`config.mk`:
```
export PLATFORM = sky130hd
export DESIGN_NAME = bumper_contact_qualifier_flat
export DESIGN_NICKNAME = d
export VERILOG_FILES = /design/src/rtl/bcq_pkg.sv /design/src/rtl/bcq_if.sv /design/src/rtl/bcq_switch.sv /design/src/rtl/bcq_foot.sv /design/src/rtl/bumper_contact_qualifier.sv /design/src/flat_wrapper.sv
export SDC_FILE = /design/constraint.sdc
export NUM_CORES = 1
export LEC_CHECK = 0
export ABC_AREA = 1
export BUFFER_PORTS_ARGS = -buffer_cell sky130_fd_sc_hd__buf_2
export CAP_MARGIN = 20
export CORE_MARGIN = 2
export CORE_UTILIZATION = 60
export DETAILED_ROUTE_END_ITERATION = 8
export GPL_ROUTABILITY_DRIVEN = 0
export HOLD_SLACK_MARGIN = 0.05
export PLACE_DENSITY = 0.83
export SLEW_MARGIN = 40
export SYNTH_ARGS = -nofsm -noshare
export SYNTH_HDL_FRONTEND = slang
export SYNTH_SLANG_ARGS = --single-unit
```
`constraint.sdc`:
```
create_clock -name clk -period 6.9 [get_ports clk]
set_input_delay 2.07 -clock clk [delete_from_list [all_inputs] [get_ports clk]]
set_output_delay 2.07 -clock clk [all_outputs]
set_load 0.01 [all_outputs]
```
`src/rtl/bcq_pkg.sv`:
```
`default_nettype none
package bcq_pkg;

  localparam int THRESHOLD_W = 5;
  localparam int LIMIT_W     = 16;
  localparam int RUN_OUT_W   = 16;
  localparam int TIME_W      = 32;
  localparam int CFG_DATA_W  = 16;
  localparam int CFG_INDEX_W = 2;

  typedef logic [CFG_INDEX_W-1:0] cfg_index_t;

  // configuration register indexes
  localparam cfg_index_t REG_LEFT_DEFECT  = 2'd0;
  localparam cfg_index_t REG_RIGHT_DEFECT = 2'd1;
  localparam cfg_index_t REG_THRESHOLD    = 2'd2;
  localparam cfg_index_t REG_LIMIT        = 2'd3;

  localparam logic [THRESHOLD_W-1:0] THRESHOLD_RESET = 5'd2;
  localparam logic [LIMIT_W-1:0]     LIMIT_RESET     = 16'd1000;

  typedef struct packed {
    logic              left_outer_pressed;
    logic              left_inner_pressed;
    logic              right_inner_pressed;
    logic              right_outer_pressed;
    logic              qualify_enable;
    logic [TIME_W-1:0] frame_time;
  } sample_item_t;

  typedef struct packed {
    logic                 contact_left;
    logic                 contact_right;
    logic [RUN_OUT_W-1:0] run_length_left;
    logic [RUN_OUT_W-1:0] run_length_right;
    logic [TIME_W-1:0]    last_contact_left;
    logic [TIME_W-1:0]    last_contact_right;
  } result_item_t;

  // per-foot report travelling from a foot tracker to the top level
  typedef struct packed {
    logic                 contact;
    logic [RUN_OUT_W-1:0] run_length;
    logic [TIME_W-1:0]    last_contact;
  } foot_report_t;

endpackage
`default_nettype wire

```
`src/rtl/bcq_if.sv`:
```
`default_nettype none
interface bcq_sample_if;
  import bcq_pkg::*;
  logic         valid;
  logic         ready;
  sample_item_t payload;
  modport source (output valid, output payload, input ready);
  modport sink (input valid, input payload, output ready);
endinterface

interface bcq_result_if;
  import bcq_pkg::*;
  logic         valid;
  logic         ready;
  result_item_t payload;
  modport source (output valid, output payload, input ready);
  modport sink (input valid, input payload, output ready);
endinterface
`default_nettype wire

```
`src/rtl/bcq_switch.sv`:
```
`default_nettype none
module bcq_switch #(
  parameter int COUNT_WIDTH = 16
) (
  input  wire logic                         clk,
  input  wire logic                         rst,
  input  wire logic                         step,
  input  wire logic                         pressed,
  input  wire logic [bcq_pkg::LIMIT_W-1:0]  limit,
  output logic                              qualified
);
  import bcq_pkg::*;

  localparam int CMP_W = (COUNT_WIDTH > LIMIT_W) ? COUNT_WIDTH : LIMIT_W;

  logic [COUNT_WIDTH-1:0] hold;
  logic [COUNT_WIDTH-1:0] hold_next;

  // hold count includes the current frame, saturating
  always_comb begin
    if (pressed) begin
      hold_next = (&hold) ? hold : hold + 1'b1;
    end else begin
      hold_next = '0;
    end
  end

  assign qualified = pressed && (CMP_W'(hold_next) < CMP_W'(limit));

  always_ff @(posedge clk) begin
    if (rst) begin
      hold <= '0;
    end else if (step) begin
      hold <= hold_next;
    end
  end

endmodule
`default_nettype wire

```
`src/rtl/bcq_foot.sv`:
```
`default_nettype none
module bcq_foot #(
  parameter int WINDOW_LENGTH = 16,
  parameter int COUNT_WIDTH   = 16
) (
  input  wire logic                             clk,
  input  wire logic                             rst,
  input  wire logic                             step,
  input  wire logic                             raw,
  input  wire logic                             enable,
  input  wire logic [bcq_pkg::THRESHOLD_W-1:0]  threshold,
  input  wire logic [bcq_pkg::TIME_W-1:0]       now,
  output bcq_pkg::foot_report_t                 report
);
  import bcq_pkg::*;

  localparam int SUM_W     = $clog2(WINDOW_LENGTH + 1);
  localparam int CMP_W     = (SUM_W > THRESHOLD_W) ? SUM_W : THRESHOLD_W;
  localparam int RUN_CMP_W = (COUNT_WIDTH > RUN_OUT_W) ? COUNT_WIDTH : RUN_OUT_W;

  logic [WINDOW_LENGTH-1:0] win;
  logic [WINDOW_LENGTH:0]   win_ext;
  logic [SUM_W-1:0]         sum;
  logic [SUM_W-1:0]         sum_next;
  logic [COUNT_WIDTH-1:0]   run;
  logic [COUNT_WIDTH-1:0]   run_next;
  logic [RUN_CMP_W-1:0]     run_wide;
  logic [TIME_W-1:0]        last_time;
  logic [TIME_W-1:0]        last_time_next;
  logic                     hit;

  // shift line: newest bit enters at the bottom, oldest leaves at the top
  assign win_ext  = {win, raw};
  assign sum_next = sum - SUM_W'(win[WINDOW_LENGTH-1]) + SUM_W'(raw);

  always_comb begin
    if (raw) begin
      run_next = (&run) ? run : run + 1'b1;
    end else begin
      run_next = '0;
    end
  end

  assign hit            = enable && (CMP_W'(sum_next) > CMP_W'(threshold));
  assign run_wide       = RUN_CMP_W'(run_next);
  assign last_time_next = (hit && raw) ? now : last_time;

  always_comb begin
    report.contact      = hit;
    report.last_contact = last_time_next;
    if (!hit) begin
      report.run_length = '0;
    end else if (run_wide > RUN_CMP_W'({RUN_OUT_W{1'b1}})) begin
      report.run_length = {RUN_OUT_W{1'b1}};
    end else begin
      report.run_length = run_wide[RUN_OUT_W-1:0];
    end
  end

  always_ff @(posedge clk) begin
    if (rst) begin
      win       <= '0;
      sum       <= '0;
      run       <= '0;
      last_time <= '0;
    end else if (step) begin
      win       <= win_ext[WINDOW_LENGTH-1:0];
      sum       <= sum_next;
      run       <= run_next;
      last_time <= last_time_next;
    end
  end

endmodule
`default_nettype wire

```
`src/rtl/bumper_contact_qualifier.sv`:
```
`default_nettype none
// channel   dir  handshake     payload
// sample    in   valid/ready   four switch bits, qualify_enable, frame_time
// result    out  valid/ready   contact, run length, last contact time per foot
// cfg       in   cfg_write     cfg_index selects register, cfg_data holds value
//
// one item per cycle sustained while results are taken; an item lands in the
// input register, then its frame is evaluated and the result register loads
// once that register is free. all state (hold counters, windows, runs, times)
// updates as the result register loads, except that a defective side's hold
// counters stay frozen.
// rst is synchronous: clears state, loads register defaults, drops valids.
// a stalled result holds the pipe; sample.ready stays high while the input
// register is empty or the result register can take the next item.
module bumper_contact_qualifier #(
  parameter int WINDOW_LENGTH = 16,
  parameter int COUNT_WIDTH   = 16
) (
  input  wire logic                              clk,
  input  wire logic                              rst,
  bcq_sample_if.sink                             sample,
  bcq_result_if.source                           result,
  input  wire logic                              cfg_write,
  input  wire bcq_pkg::cfg_index_t               cfg_index,
  input  wire logic [bcq_pkg::CFG_DATA_W-1:0]    cfg_data
);
  import bcq_pkg::*;

  // configuration registers
  logic                   left_defect;
  logic                   right_defect;
  logic [THRESHOLD_W-1:0] threshold;
  logic [LIMIT_W-1:0]     limit;

  // input register
  logic         in_valid;
  sample_item_t in_item;

  // result register
  logic         out_valid;
  result_item_t out_item;

  logic out_load;
  logic fire;
  logic step_left;
  logic step_right;
  logic [3:0] qual;
  logic raw_left;
  logic raw_right;
  foot_report_t rep_left;
  foot_report_t rep_right;

  // result register frees when empty or taken this cycle
  assign out_load     = !out_valid || result.ready;
  assign fire         = in_valid && out_load;
  assign sample.ready = !in_valid || out_load;

  // a defective side freezes its hold counters
  assign step_left  = fire && !left_defect;
  assign step_right = fire && !right_defect;

  bcq_switch #(.COUNT_WIDTH(COUNT_WIDTH)) u_sw_lo (
    .clk(clk), .rst(rst), .step(step_left),
    .pressed(in_item.left_outer_pressed), .limit(limit), .qualified(qual[0])
  );
  bcq_switch #(.COUNT_WIDTH(COUNT_WIDTH)) u_sw_li (
    .clk(clk), .rst(rst), .step(step_left),
    .pressed(in_item.left_inner_pressed), .limit(limit), .qualified(qual[1])
  );
  bcq_switch #(.COUNT_WIDTH(COUNT_WIDTH)) u_sw_ri (
    .clk(clk), .rst(rst), .step(step_right),
    .pressed(in_item.right_inner_pressed), .limit(limit), .qualified(qual[2])
  );
  bcq_switch #(.COUNT_WIDTH(COUNT_WIDTH)) u_sw_ro (
    .clk(clk), .rst(rst), .step(step_right),
    .pressed(in_item.right_outer_pressed), .limit(limit), .qualified(qual[3])
  );

  // raw foot contact: either switch qualifies and side not defective
  assign raw_left  = !left_defect && (qual[0] || qual[1]);
  assign raw_right = !right_defect && (qual[2] || qual[3]);

  // windows and runs advance on every frame, defective or not
  bcq_foot #(.WINDOW_LENGTH(WINDOW_LENGTH), .COUNT_WIDTH(COUNT_WIDTH)) u_foot_left (
    .clk(clk), .rst(rst), .step(fire), .raw(raw_left),
    .enable(in_item.qualify_enable), .threshold(threshold),
    .now(in_item.frame_time), .report(rep_left)
  );
  bcq_foot #(.WINDOW_LENGTH(WINDOW_LENGTH), .COUNT_WIDTH(COUNT_WIDTH)) u_foot_right (
    .clk(clk), .rst(rst), .step(fire), .raw(raw_right),
    .enable(in_item.qualify_enable), .threshold(threshold),
    .now(in_item.frame_time), .report(rep_right)
  );

  always_ff @(posedge clk) begin
    if (rst) begin
      in_valid     <= 1'b0;
      out_valid    <= 1'b0;
      left_defect  <= 1'b0;
      right_defect <= 1'b0;
      threshold    <= THRESHOLD_RESET;
      limit        <= LIMIT_RESET;
    end else begin
      if (sample.ready) begin
        in_valid <= sample.valid;
      end
      if (out_load) begin
        out_valid <= in_valid;
      end
      if (cfg_write) begin
        case (cfg_index)
          REG_LEFT_DEFECT:  left_defect  <= cfg_data[0];
          REG_RIGHT_DEFECT: right_defect <= cfg_data[0];
          REG_THRESHOLD:    threshold    <= cfg_data[THRESHOLD_W-1:0];
          REG_LIMIT:        limit        <= cfg_data[LIMIT_W-1:0];
          default: ;
        endcase
      end
    end
  end

  // payload registers, no reset
  always_ff @(posedge clk) begin
    if (sample.valid && sample.ready) begin
      in_item <= sample.payload;
    end
    if (fire) begin
      out_item.contact_left       <= rep_left.contact;
      out_item.contact_right      <= rep_right.contact;
      out_item.run_length_left    <= rep_left.run_length;
      out_item.run_length_right   <= rep_right.run_length;
      out_item.last_contact_left  <= rep_left.last_contact;
      out_item.last_contact_right <= rep_right.last_contact;
    end
  end

  assign result.valid   = out_valid;
  assign result.payload = out_item;

endmodule
`default_nettype wire
```
`src/flat_wrapper.sv`:
```
// flat-port wrapper written by rule: the top's interface ports become plain ports
module bumper_contact_qualifier_flat import bcq_pkg::*;
#(
  parameter int WINDOW_LENGTH = 16,
  parameter int COUNT_WIDTH   = 16
)
  (clk, rst, cfg_write, cfg_index, cfg_data, sample_valid, sample_payload, sample_ready, result_valid, result_payload, result_ready);
  bcq_sample_if sample_i ();
  bcq_result_if result_i ();
  input  wire logic clk;
  input  wire logic rst;
  input  wire logic cfg_write;
  input  wire bcq_pkg::cfg_index_t cfg_index;
  input  wire logic [bcq_pkg::CFG_DATA_W-1:0] cfg_data;
  input wire logic [$bits(sample_i.valid)-1:0] sample_valid;
  input wire logic [$bits(sample_i.payload)-1:0] sample_payload;
  output wire logic [$bits(sample_i.ready)-1:0] sample_ready;
  output wire logic [$bits(result_i.valid)-1:0] result_valid;
  output wire logic [$bits(result_i.payload)-1:0] result_payload;
  input wire logic [$bits(result_i.ready)-1:0] result_ready;
  assign sample_i.valid = sample_valid;
  assign sample_i.payload = sample_payload;
  assign sample_ready = sample_i.ready;
  assign result_valid = result_i.valid;
  assign result_payload = result_i.payload;
  assign result_i.ready = result_ready;
  bumper_contact_qualifier #(.WINDOW_LENGTH(WINDOW_LENGTH), .COUNT_WIDTH(COUNT_WIDTH)) u_core (.clk(clk), .rst(rst), .sample(sample_i), .result(result_i), .cfg_write(cfg_write), .cfg_index(cfg_index), .cfg_data(cfg_data));
endmodule
```
* Yosys cells after proc, flatten, opt, wreduce, memory -nomap -nowiden *
Index checks and enable logic that the tools add are counted.

storage, ports and cells
  register bits after elaboration = 362
  bits of input ports = 60
  word-level logic and storage cells = 100

cells by class
  add/sub/neg operators = 10
  magnitude comparators = 8
  equal/unequal tests = 3
  muxes and demuxes = 16
  reductions and logical operators = 33

operator list
  operator                                        count
  two-way mux 16 bit                              14
  adder 16 x 1 -> 16 bit (second input constant)  6
  AND reduction 16 bit                            6
  less-than comparator 16 bit                     4
  two-way mux 32 bit                              2
  > comparator 16 bit (second input constant)     2
  logical AND 1 bit                               14
  adder 5 x 1 -> 5 bit                            2
  > comparator 5 bit                              2
  subtractor 5 x 1 -> 5 bit                       2
  AND reduction 2 bit                             4
  == test 2 bit (second input constant)           2
  zero test 1 bit                                 4
  logical OR 1 bit                                4
  == test 2 x 1 -> 1 bit (second input constant)  1
  zero test 2 bit                                 1

* Longest topological paths before layout *
  depth in word-level cells = 12
  depth in mapped cells = 44
  mapped depth without buffers = 42

* By module *
Synthesis repeated with hierarchy kept, for this count alone.

second synthesis, totals
  cell total of the unflattened synthesis = 2492
  area, all modules = 19170.9 um2

modules (own cells, without submodules)
  module                            times used  cells an instance  area each (um2)  seq. area each (um2)
  bumper_contact_qualifier          1           291                5122.4           4554.4
  bcq_switch at u_core.u_sw_li ...  3           234                1500.2           320.3
  bcq_foot at u_core.u_foot_left    1           635                4057.6           1381.3
  bcq_foot at u_core.u_foot_right   1           633                4051.4           1381.3
  bcq_switch at u_core.u_sw_ro      1           231                1438.9           320.3

* Least setup slack after synthesis *
Ideal clock, no wire load.

  kind = input -> register
  start = input result_ready
  end = register u_core.out_item, in the netlist u_core.result.payload[0], enable pin
  library setup time = 0.501 ns
  arrival = 5.674 ns
  path slack = 0.726 ns
  stages on the path = 7
  cells stage by stage = inv_1 nand2_1 nand2_1 clkbuf_1 inv_2 clkbuf_1 clkbuf_1

on the way
  cells in the longest elaborated chain, start to end = 2

ends and longest elaborated chain
  what                   line                            source
  start, declared        flat_wrapper.sv:20              input wire logic [$bits(result_i.ready)-1:0] result_ready;
  logical OR 1 bit       bumper_contact_qualifier.sv:54  assign out_load = !out_valid || result.ready;
  logical AND 1 bit      bumper_contact_qualifier.sv:55  assign fire = in_valid && out_load;
  named net u_core.fire  bumper_contact_qualifier.sv:44  logic fire;
  end, declared          bumper_contact_qualifier.sv:41  result_item_t out_item;

The timed path passes the listed nets, and every way through them passes these cells.
A chain may end at the register's enable or synchronous reset.

==> out/qor.yml <==
synth:
  synth-compound-area-share_pct: 10.8
  synth_xor_area_share_pct: 2.24
  synth_cells: 2290
  synth-adder-area-share_pct: 6.20
  synth-simple-area-share_pct: 24.1
  avgSynthCellArea_um2: 7.86
  yosysTopAreaCellShare_pct: 25.3
  syn_area_mm2: 0.0180
  ys_ff_latch: 362
  synth.area.top_cells: "dfxtp_1 (25%), edfxtp_1 (23%), nand2_1 (8.3%)"
  yosysWarnings: 0
  synth_top_family_by_area: "simple AND/OR/NAND/NOR gates"
  synth_mux_area_share_pct: 0
  ys_types: 44
  yosysTopAreaCell: "dfxtp_1"
  syn-num-nets: 2438
  synth-seq-area-share_pct: 47.8
layout:
  seqCellArea_mm2: 0.00860
  layout_commonest_cell: "nand2_1"
  fillers: 2195
  final_cell_mix: "nand2_1 (395), nor2_1 (335), inv_1 (302)"
  utilization_pct: 70.0
  drive_above_1_share_pct: 12.5
  area_delta_synth_final_pct: 14.9
  finalNetCount: 2565
  multi_input_area_mm2: 0.00791
clock_tree:
  clk_path_buf_depth: 3
  clock_latency_ps: 540
  cts_hold_buf: 0
  root_buffer: "clkbuf_16"
  cts_tree: "yes"
  cts.htree.levels: 2
  clock_sinks: 362
  cts.clk_slew.worst_paths_ps: 60
  cts_buffers: 39
worst_hold_path:
  hold_class: "reg -> reg"
  hold_start: "u_core.u_foot_right.win[0]$_SDFFE_PP0P_"
  min_path_cells: 2
  holdPathEnd: "u_core.u_foot_right.win[0]$_SDFFE_PP0P_"
global_routing:
  antenna_found_initial: 1
  grt_use_total_pct: 27.3
  grt_start_max_net_pins: 189
  globalRouteOverflowTotal: 0
  grt_pass1_wl_mm: 69.8
  grt_pass1_vias: 14700
floorplan:
  die_h_um: 177
  die-area_mm2: 0.0314
  start_util_pct: 60.9
  die_x_um: 177
  rows: 63
  io-pin-count: 160
  core_mm2: 0.0296
worst_setup_path:
  cp_max_fo: 6
  cp-end-kind: "flip-flop"
  r2r_cells: 42
  reg2reg_from: "u_core.u_sw_ro.hold[0]$_SDFFE_PP0P_"
  start_kind: "flip-flop"
  cp.arrival_ps: 6940
  critPathRequiredTime_ps: 7180
  critPathMostFrequentCell: "nand2_1"
  r2r-end: "u_core.result.payload[25]$_DFFE_PP_"
  cpPeakStageDelay_ps: 380
  crit_type: "reg -> reg"
  cp_slowest_cell: "fa_2"
  r2r_slack_ps: 240
power:
  clock_power_share_pct: 39.0
  p_int_w: 0.00408
  p_switching_w: 0.00162
  p_comb_share_pct: 17.4
  swShare_pct: 28.4
  peakVddDrop_mv: 0.230
  p_seq_share_pct: 43.6
  power_w: 0.00570
  cellLeakagePower_nw: 9.41
  power.density_mw_per_mm2: 276
route:
  viasPerCell: 5.65
  wl_per_cell_um: 15.9
  postRouteAntennaNets: 0
  drc: 0
  vias: 16000
  drt_wl_total_mm: 45.2
  dr.pass1.iters: 6
  dr.first_iter.drc_count: 1568
timing:
  whs_ps: 466
  final_max_slew_viol_count: 0
  fin_skew_ps: 17.1
  hold_viol: 0
  setup_viol: 0
  fin_crit_sh_pct: 96.5
  fin_crit_ps: 6660
  worst-slew-pin-transition_ps: 785
  grt_setup_unrepaired: "true"
  maxSlewHeadroom_pct: 47.7
  tns_ps: 0
  fmax_mhz: 150
placement:
  dp_hpwl_mm: 28.1
  portBuffers: 159
run:
  drv_cap: 0
run_status:
  status: "complete, no violations"
cell type report:
class | instances | area share [%]
clock buffer | 59 | 5.94
multi-input combinational | 1518 | 38.3
inverter | 311 | 5.72
sequential | 362 | 41.6
antenna | 1 | 0.0121
tap | 390 | 2.36
timing repair buffer | 185 | 5.37
clock inverter | 13 | 0.744
critical path, delay by kind of cell, from the launching register on:
kind	cells	cell delay [ps]
compound gates	6	840
simple gates	23	2670
fa+ha+maj	6	1640
xor+xnor	1	220
buf+inv	6	670
flops	1	340
worst max-delay path by stage:
stage,end,start,slack (ps)
floorplan,u_core.result.payload[0]$_DFFE_PP_,result_ready,730
global placement,u_core.result.payload[1]$_DFFE_PP_,u_core.u_sw_ro.hold[0]$_SDFFE_PP0P_,400
detailed placement,u_core.u_foot_right.last_time[10]$_SDFFE_PP0P_,u_core.u_sw_ro.hold[0]$_SDFFE_PP0P_,250
CTS,u_core.u_foot_right.last_time[10]$_SDFFE_PP0P_,u_core.u_sw_ro.hold[0]$_SDFFE_PP0P_,170
global route,u_core.u_foot_right.last_time[8]$_SDFFE_PP0P_,u_core.u_sw_ro.hold[0]$_SDFFE_PP0P_,-140
finish,u_core.result.payload[25]$_DFFE_PP_,u_core.u_sw_ro.hold[0]$_SDFFE_PP0P_,240
kinds of logic after synthesis:
group / Yosys count
AO/OA/AOI/OAI: 367
XOR/XNOR: 46
adder cells (fa/ha/maj): 88
buffers and inverters: 410
flip-flops: 362
AND/OR/NAND/NOR: 1017
state kept, by name, indices dropped and copies added (netlist names), 5 cells and up:
signal                         flops
u_core.in_item                    37
u_core.u_foot_left.run            16
u_core.u_sw_lo.hold               16
u_core.u_sw_li.hold               16
u_core.threshold                   5
u_core.u_foot_left.win            16
u_core.u_foot_right.sum            5
u_core.result.payload             98
u_core.u_foot_left.sum             5
u_core.u_foot_right.last_time     32
u_core.u_foot_left.last_time      32
u_core.u_foot_right.win           16
u_core.limit                      16
u_core.u_foot_right.run           16
u_core.u_sw_ri.hold               16
u_core.u_sw_ro.hold               16
routing by layer:
metal | vias to the layer above | GRT usage [%] | part of all wire, %
li1 | 7775 | - | -
met1 | 7505 | 33.6 | 41
met2 | 623 | 46.6 | 48
met3 | 135 | 4.34 | 6.7
met4 | 0 | 13.0 | 4.0
met5 | - | 0 | 0
power by group through the flow:
stage          sequential (W)  combinational (W)  clock (W)
2_1_floorplan         0.00253           0.000619          0
3_3_place_gp          0.00252           0.000842          0
3_5_place_dp          0.00253           0.000894          0
4_1_cts               0.00248           0.000904    0.00223
5_1_grt               0.00250            0.00110    0.00232
6_report              0.00249           0.000994    0.00222
Yosys cell counts (all sizes together):
master and count:
a211oi 10, a31oi 5, ha 86, a21oi 160, nand4 77, o211ai 3, dfxtp 227, or2 3
a31o 1, fa 2, nand3 115, clkinv 3, xor2 32, clkbuf 68, and2 1, o221a 2
a211o 2, o21a 3, o22ai 1, o21ai 171, nand2 415, nor3 50, buf 31, o21bai 5
inv 308, a32oi 1, nor4 11, nor2 345, xnor2 14, o31ai 1, edfxtp 135, a2111oi 2
timing repair:
action | in CTS | in global routing
gates resized for setup | 0 | 26
buffers inserted | 0 | 3
endpoints found under the setup margin | 0 | 95
per-stage QoR:
step           cells  worst slack [ps]  instance area [um2]
6_report        2839               243                20700
5_1_grt         2838              -141                20700
4_1_cts         2830               174                20400
3_5_place_dp    2758               248                19100
3_3_place_gp    2754               396                19000
2_1_floorplan   2290               726                18000
(Power assumes the default switching activity.)
